$ cat src/hdl/npcs_pkg.sv
`timescale 1ns / 1ps

package npcs_pkg;

    // Request function codes
    localparam logic FUNC_WRITE = 1'b0;
    localparam logic FUNC_QUERY = 1'b1;

    // Component and error widths
    localparam int COMP_W = 6;
    localparam int LUMA_W = 7;
    localparam int DIFF_W = 7;
    localparam int SQ_W   = 14;
    localparam int ERR_W  = 15;
    localparam int OUT_ERR_W = 14;
    localparam int OUT_IDX_W = 8;

    // Largest error reported on the output
    localparam logic [OUT_ERR_W-1:0] ERR_SAT = '1;

    // One palette entry: color components plus derived luminance
    typedef struct packed {
        logic [COMP_W-1:0] r;
        logic [COMP_W-1:0] g;
        logic [COMP_W-1:0] b;
        logic [LUMA_W-1:0] l;
    } pal_entry_t;

    // Commands from the controller to the datapath
    typedef struct packed {
        logic write_en;
        logic start_query;
        logic read_en;
        logic load_out;
    } dp_cmd_t;

    // Status from the datapath to the controller
    typedef struct packed {
        logic last_addr;
    } dp_status_t;

    // Luminance (4r + 5g + 2b) / 10, truncated; divide by 10 as multiply by 205 >> 11,
    // exact for sums up to 693
    function automatic logic [LUMA_W-1:0] luma(
        input logic [COMP_W-1:0] r,
        input logic [COMP_W-1:0] g,
        input logic [COMP_W-1:0] b
    );
        logic [9:0]  s;
        logic [17:0] p;
        s = {2'b00, r, 2'b00} + (10'(g) * 10'd5) + {3'b000, b, 1'b0};
        p = 18'(s) * 18'd205;
        return p[17:11];
    endfunction

    // Absolute difference of two 7-bit values
    function automatic logic [DIFF_W-1:0] abs_diff(
        input logic [DIFF_W-1:0] a,
        input logic [DIFF_W-1:0] b
    );
        return (a > b) ? (a - b) : (b - a);
    endfunction

endpackage

$ cat src/hdl/npcs_ctrl.sv
`timescale 1ns / 1ps

module npcs_ctrl
(
    input  logic                  clk,
    input  logic                  rst_n,
    input  logic                  in_valid,
    input  logic                  func,
    input  logic                  out_stall,
    input  npcs_pkg::dp_status_t  status,
    output logic                  in_stall,
    output logic                  out_valid,
    output npcs_pkg::dp_cmd_t     cmd
);

    typedef enum logic [3:0] {
        ST_IDLE  = 4'b0001,
        ST_SCAN  = 4'b0010,
        ST_DRAIN = 4'b0100,
        ST_DONE  = 4'b1000
    } state_t;

    state_t state_reg, state_next;
    logic   out_valid_reg, out_valid_next;

    // Sequence requests: a write is done on accept, a query runs as scan, drain, then hand off
    always_comb
    begin
        state_next = state_reg;
        cmd        = '0;
        in_stall   = 1'b1;
        case (state_reg)
            ST_IDLE:
            begin
                in_stall = 1'b0;
                if (in_valid)
                begin
                    if (func == npcs_pkg::FUNC_QUERY)
                    begin
                        cmd.start_query = 1'b1;
                        state_next      = ST_SCAN;
                    end
                    else
                    begin
                        cmd.write_en = 1'b1;
                    end
                end
            end
            ST_SCAN:
            begin
                cmd.read_en = 1'b1;
                if (status.last_addr)
                begin
                    state_next = ST_DRAIN;
                end
            end
            ST_DRAIN:
            begin
                state_next = ST_DONE;
            end
            ST_DONE:
            begin
                if (!(out_valid_reg && out_stall))
                begin
                    cmd.load_out = 1'b1;
                    state_next   = ST_IDLE;
                end
            end
            default:
            begin
                state_next = ST_IDLE;
            end
        endcase
    end

    // Hold the result until the receiver takes it
    always_comb
    begin
        if (cmd.load_out)
        begin
            out_valid_next = 1'b1;
        end
        else
        begin
            out_valid_next = out_valid_reg && out_stall;
        end
    end

    always_ff @(posedge clk or negedge rst_n)
    begin
        if (!rst_n)
        begin
            state_reg     <= ST_IDLE;
            out_valid_reg <= 1'b0;
        end
        else
        begin
            state_reg     <= state_next;
            out_valid_reg <= out_valid_next;
        end
    end

    assign out_valid = out_valid_reg;

endmodule

$ cat config.mk
export PLATFORM = sky130hd
export DESIGN_NAME = npcs_ctrl
export DESIGN_NICKNAME = d
export VERILOG_FILES = /design/src/hdl/npcs_pkg.sv /design/src/hdl/npcs_ctrl.sv
export SDC_FILE = /design/constraint.sdc
export NUM_CORES = 1
export LEC_CHECK = 0
export BUFFER_PORTS_ARGS = -buffer_cell sky130_fd_sc_hd__buf_4
export CORE_AREA = 2 2 39 41
export DETAILED_ROUTE_END_ITERATION = 16
export DIE_AREA = 0 0 41 43
export SYNTH_ARGS = -nofsm -noshare
export SYNTH_HDL_FRONTEND = slang
export SYNTH_SLANG_ARGS = --single-unit
export TNS_END_PERCENT = 50
$ cat constraint.sdc
create_clock -name clk -period 1.64 [get_ports clk]
set_input_delay 0.164 -clock clk [delete_from_list [all_inputs] [get_ports clk]]
set_output_delay 0.164 -clock clk [all_outputs]
set_load 0.02 [all_outputs]
# Word-level counts from Yosys, hierarchy flattened
# Index checks and enable logic that the tools add are counted.
# W data, S select, Z words.
# totals
ff_bits	5
inputBits	6
output_inout_bits	6
elab_cells	26
# classes
eq_ne	8
mux	14
n_reduce_logical	2
# op_table
operator	count
$mux W4	4
$pmux W4 S4	1
$ne A2 B2 Y1 const B	4
$mux W1	7
$eq A4 B1 Y1 const B	1
$eq A4 B2 Y1 const B	1
$eq A4 B3 Y1 const B	1
$eq A4 B4 Y1 const B	1
$mux W2	2
$reduce_and A4 Y1	1
$logic_and A1 B1 Y1	1

# Depth between registers and ports, before layout
# Gate-level depths: netlist of the first run.
# depth
depth_word	4
mapped_depth	3
ltp_nobuf	3

# Worst setup path before layout of the first run
# OpenSTA, ideal clock, no wires.
# synth_path
path_type	flip-flop to output port
start	reg state_reg[0]
end	out cmd[3] (netlist bit)
t_arrival_ns	1.507
t_required_ns	1.476
setup_slack_ns	-0.031
stages_incl_launch_ff	4
path_buffers	0
path_cell_list	dfstp_2 > nor2b_1 > nand2_1 > nor3b_1
# synth_lines
item	line_no	text
from (decl)	npcs_ctrl.sv:23	state_t state_reg, state_next;
from (signal assigned)	npcs_ctrl.sv:98	state_reg <= state_next;
to (decl)	npcs_ctrl.sv:13	output npcs_pkg::dp_cmd_t cmd

==> results of run 1 <==
==> what timing repair did <==
item                                   in CTS  in global routing
buffers inserted                            1                  1
hold buffers                                1                  0
setup endpoints to repair                   2                  2
endpoints found under the hold margin       5                  0
gates resized for setup                     2                  4
==> how the worst max path moves through the flow <==
stage / end / slack [ns] / cells after the start
floorplan: cmd[3] / 0.15 / 3
global placement: cmd[0] / 0.23 / 3
detailed placement: cmd[0] / 0.21 / 3
CTS: cmd[0] / 0.0004 / 3
global route: cmd[0] / -0.03 / 3
finish: cmd[0] / 0.03 / 3
==> logic make-up (layout without fill, tap and decap cells) <==
kind of cell           count (synthesis)  in the layout  synth area share, %
AOI/OAI and AO/OA                      6              6                 17.6
buffers and inverters                  2             19                 4.07
DFF                                    5              5                 45.7
and+or+nand+nor                       15             15                 32.6
==> critical path, cell delays in order, from the launching register on <==
cell     delay [ns]
dfrtp_1        0.40
or4b_4         0.55
a21oi_2        0.13
buf_6          0.13
==> per-layer routing <==
metal  wire length, microns  part of all wire, %  GRT usage (%)
met2                    273                   44           10.3
met4                      0                    0           2.00
met3                     91                   15           9.95
met5                      0                    0              0
met1                    250                   41           10.7
==> power by group <==
| part | total, W | internal, W | switching, W | leakage [nW] |
|---|---|---|---|---|
| combinational | 0.0000908 | 0.0000475 | 0.0000433 | 0.136 |
| sequential | 0.000141 | 0.000133 | 0.00000796 | 0.0639 |
| clock | 0.000140 | 0.0000918 | 0.0000483 | 0.0150 |
| total | 0.000372 | 0.000273 | 0.0000996 | 0.215 |
==> final cells by class <==
cell class | count | area (sq um) | area share, %
multi-input cells | 21 | 158 | 35.3
inverters | 1 | 3.75 | 0.840
flip-flops and latches | 5 | 128 | 28.6
repair buffers | 14 | 111 | 24.9
clock buffers | 4 | 26.3 | 5.88
well taps | 16 | 20.0 | 4.48
==> per-stage QoR <==
step | setup TNS (ns) | power [W] | hold WS, ns
floorplan | 0 | 0.000185 | -0.132
global placement | 0 | 0.000220 | -0.0333
detailed placement | 0 | 0.000219 | -0.0324
CTS | 0 | 0.000371 | 0.155
global route | -0.0303 | 0.000400 | 0.164
finish | 0 | 0.000372 | 0.166
==> cell usage after synthesis <==
| cell type | number | area share (%) |
|---|---|---|
| or4b_4 | 1 | 5.0 |
| dfstp_2 | 1 | 9.5 |
| dfrtp_1 | 4 | 36 |
| o21a_1 | 1 | 2.7 |
| nor3b_1 | 1 | 2.7 |
| nor2b_1 | 2 | 4.5 |
| a21oi_1 | 1 | 1.8 |
| buf_4 | 1 | 2.7 |
| inv_1 | 1 | 1.4 |
| nor2_1 | 2 | 2.7 |
| or2b_1 | 1 | 2.7 |
| and3_1 | 1 | 2.3 |
| o32a_2 | 1 | 4.1 |
| a211oi_1 | 1 | 2.7 |
| nor3_1 | 1 | 1.8 |
| a32oi_1 | 1 | 3.2 |
| and2_1 | 1 | 2.3 |
| a311oi_1 | 1 | 3.2 |
| nand2_1 | 4 | 5.4 |
| nand4b_1 | 1 | 3.2 |
==> impl_results.md, run 1 <==
- Outcome: complete, no violations
- Leak: 0.215 nW
- Final nets: 52
- CTS tree: done
- Worst vdd ir: 0.370 mV
- Vias in the first global route: 244
- Final instance area: 447 sq um
- Worst Hold End: out_valid
- Crit-path max FO: 4
- Core Region: 1380 sq um
- Largest net degree at the start of global routing: 7
- Reg2reg path depth: 4
- Part of the cycle the worst path needs: 97.9%
- DIE HEIGHT: 43 microns
- Most frequent cells in the layout: buf_4, nand2_1, clkbuf_4, dfrtp_1, nor2_1
- Shortest period the worst path allows: 1.61 ns
- Commonest non-fill, non-tap cell in the layout: buf_4
- Syn Area/Cell: 9.88 sq um
- Slew headroom: 84.1%
- H-tree levels: 1
- Flop-to-flop setup slack: 0.36 ns
- Mapped cell area: 277 sq um
- Post-Syn Nets: 34
- Hpwl dp: 437 microns
- Initial Util: 20.0%
- Post-Synthesis Cells: 28
- Final non-filler cell total: 61
- Clock Path Buffers: 2
- Yosys Warn Count: 0
- RSZ-0062 raised after global routing: true
- Clk slew on worst S/H paths: 0.04 ns
- Total CTS buffers: 3
- Drt pass-1 iters: 4
- Clk_skew: 0.00565 ns
- Worst Tran Pin Value: 0.239 ns
- Remaining global-route overflow: 0
- WP data arrival: 1.44 ns
- Share of cells above drive strength 1: 53.3%
- Setup WS pre-CTS: 0.214 ns
- HP Class: input pin to flop
- Hold path start: out_stall
- Rows: 14
- Fillers: 157
- Diode count: 0
- Initial antenna violation count: 0
- DP Cell Count: 54
- Clk_lat worst skew: 0.24 ns
- Vias/cell: 4.66
- FMAX: 623 MHz
- Area post-placement: 377 sq um
- R2r startpoint: state_reg[1]
- Startpoint types: flop
- Initial drt markers: 1
- Sinks on Clock Net: 5
- CP Capture Type: output pin
- Max-cap violations: 0
- Final Setup Violations: 0
- Routed Antenna Nets: 0
- Kind of critical path: flop to output pin
- Core Util, Final: 32.3%
- Wire per inst: 10.1 microns
- Fin worst setup slack: 0.0340 ns
- # IOs: 12
- Pwr/cell area: 833 nW/um^2
- Final WL: 615 microns
- Routability cong.: 0.696
- CP required: 1.48 ns
- Hold Vio Cnt, Final: 0
- Worst hold stages: 3
- Die ar.: 1760 sq um
- First-pass GRT wire length: 979 microns
- Area grow syn2layout: 61.5%
- Seq/Total Area, Yosys: 45.7%
- GRT Total Usage: 8.85%
- Residual DRC: 0
- Number of flip-flops in the largest register: 4
- Yosys cell types: 20
- Worst Setup SP: state_reg[1]
- Worst R2R End: state_reg[0]
- Die width: 41 microns
- Synth Register Bits: 5
- Vias: 284
- Slew Limit Fails: 0
- Port bufs: 11
- CTS root buf: clkbuf_4
No activity file was read; power rests on OpenSTA's default activity.
==> run 2: changes to the inputs <==
==> constraint.sdc (replaced) <==
create_clock -name clk -period 1.6 [get_ports clk]
set_input_delay 0.16 -clock clk [delete_from_list [all_inputs] [get_ports clk]]
set_output_delay 0.16 -clock clk [all_outputs]
set_load 0.02 [all_outputs]
==> impl_results.md, run 2 (synthesis results as in run 1) <==
- Routability cong.: 0.711 (+2.2%)
- CTS tree: done
- Largest net degree at the start of global routing: 7 (unchanged)
- WP data arrival: 1.43 ns (about the same)
- FMAX: 628 MHz
- Wire per inst: 11.0 microns (+9.3%)
- Initial antenna violation count: 0 (unchanged)
- Residual DRC: 0 (unchanged)
- Clk_lat worst skew: 0.24 ns (about the same)
- Shortest period the worst path allows: 1.59 ns
- Remaining global-route overflow: 0 (unchanged)
- Clock Path Buffers: 2 (unchanged)
- R2r startpoint: state_reg[1]
- GRT Total Usage: 9.37% (+0.51 points)
- Vias/cell: 4.45 (-4.4%)
- Hold Vio Cnt, Final: 0 (unchanged)
- Hold path start: status
- RSZ-0062 raised after global routing: true
- Worst Setup SP: state_reg[0]
- Initial Util: 20.0% (unchanged)
- Vias: 276 (-2.8%)
- Area grow syn2layout: 65.2%
- Sequential cell area: 128 sq um (unchanged)
- First-pass GRT wire length: 1090 microns (+11%)
- Final instance area: 457 sq um (+2.2%)
- Kind of critical path: flop to output pin
- Final nets: 53 (+1.9%)
- Clk slew on worst S/H paths: 0.04 ns (about the same)
- Multi-input logic area: 160 sq um (+1.6%)
- CP Capture Type: output pin
- Final WL: 683 microns (+11%)
- Worst Tran Pin Value: 0.226 ns (-0.0126 ns)
- Most frequent cells in the layout: buf_4, nand2_1, clkbuf_4, dfrtp_1
- Startpoint types: flop
- Initial drt markers: 2 (+1)
- Routed Antenna Nets: 0 (unchanged)
- Outcome: complete, no violations
- Leak: 0.221 nW (+2.5%)
- Final Setup Violations: 0 (unchanged)
- Setup TNS: 0 ns (unchanged)
- Commonest non-fill, non-tap cell in the layout: buf_4
- Part of the cycle the worst path needs: 99.5%
- H-tree levels: 1 (unchanged)
- Share of cells above drive strength 1: 56.5% (+3.2 points)
- Hold WS: 0.173 ns (+0.00675 ns)
- HP Class: input pin to flop
- Sinks on Clock Net: 5 (unchanged)
- Port bufs: 11 (unchanged)
- Crit-path max FO: 4 (unchanged)
- Diode count: 0 (unchanged)
- Slew Limit Fails: 0 (unchanged)
- DP Cell Count: 55 (+1.9%)
- CTS root buf: clkbuf_4
- Total CTS buffers: 3 (unchanged)
- Max-cap violations: 0 (unchanged)
- Rows: 14 (unchanged)
- Final non-filler cell total: 62 (+1.6%)
- # IOs: 12 (unchanged)
- Pwr/cell area: 852 nW/um^2 (+2.3%)
- Area post-placement: 384 sq um (+2.0%)
- Die ar.: 1760 sq um (unchanged)
- Core Region: 1380 sq um (unchanged)
- Number of flip-flops in the largest register: 4 (unchanged)
- Vias in the first global route: 269 (+10%)
- DIE HEIGHT: 43 microns (unchanged)
- Die width: 41 microns (unchanged)
- Fillers: 145 (-7.6%)
- Worst vdd ir: 0.283 mV (-23%)
- Hpwl dp: 477 microns (+9.2%)
- CP required: 1.44 ns (-0.04 ns)
- Slew headroom: 84.9% (+0.84 points)
- Clk_skew: 0.000600 ns (-0.00505 ns)
- Drt pass-1 iters: 3 (-1)
-- run 2: cell types whose count changed in the layout (fill, tap and decap cells not counted), sizes merged --
cell  delta
buf      +1
-- run 2: critical path, stage by stage, from the launching register on --
cell and delay [ns]:
dfstp_2 0.38, or4b_4 0.56, a21oi_2 0.13, buf_6 0.13
-- run 2: cell type report --
cell class                      count  area share, %
Clock buffer                        4           5.75
Tap cell                           16           4.38
Multi-Input combinational cell     21           35.1
Timing Repair Buffer               15           26.0
Inverter                            1          0.822
Sequential cell                     5           27.9
-- run 2: where the power goes --
| part | switching [W] | leakage (nW) | internal, W | total, W |
|---|---|---|---|---|
| logic | 0.0000490 | 0.142 | 0.0000528 | 0.000102 |
| registers | 0.00000708 | 0.0639 | 0.000137 | 0.000144 |
| clock network | 0.0000495 | 0.0150 | 0.0000941 | 0.000144 |
| total | 0.000106 | 0.221 | 0.000284 | 0.000389 |
-- run 2: final timing paths --
check | endpoint | slack (ns) | depth (start not counted)
worst max-delay path | cmd[0] | 0.009 | 3
min in group asynchronous | state_reg[3] | 0.26 | 2
worst max register to register | state_reg[0] | 0.33 | 4
max in group asynchronous | state_reg[0] | 1.15 | 2
worst min register to register | state_reg[1] | 0.53 | 1
worst min-delay path | state_reg[2] | 0.17 | 2
-- run 2: layer usage --
layer / vias to the layer above / global-route usage [%] / wire, microns
met5: - / 0 / 0
met4: 0 / 4.00 / 0
met3: 0 / 4.71 / 61
met2: 13 / 12.8 / 316
met1: 126 / 12.0 / 305
li1: 137 / - / -
-- run 2: through the flow --
stage                     setup slack (ns)  utilization (%)  power [W]
after CTS                          0.00426             31.7   0.000388
after global routing               -0.0481             33.0   0.000413
after floorplan                      0.115                -   0.000190
final                              0.00867             33.0   0.000389
after detailed placement             0.206             27.8   0.000227
after global placement               0.212             27.8   0.000226
-- run 2: repair_timing --
action                                 4_1_cts  5_1_grt
pin swaps                                    1        1
endpoints found under the hold margin        5        0
resized for setup                            3        4
buffers inserted                             1        1
setup endpoints to repair                    2        2
hold buffers                                 1        0
gates cloned                                 0        0
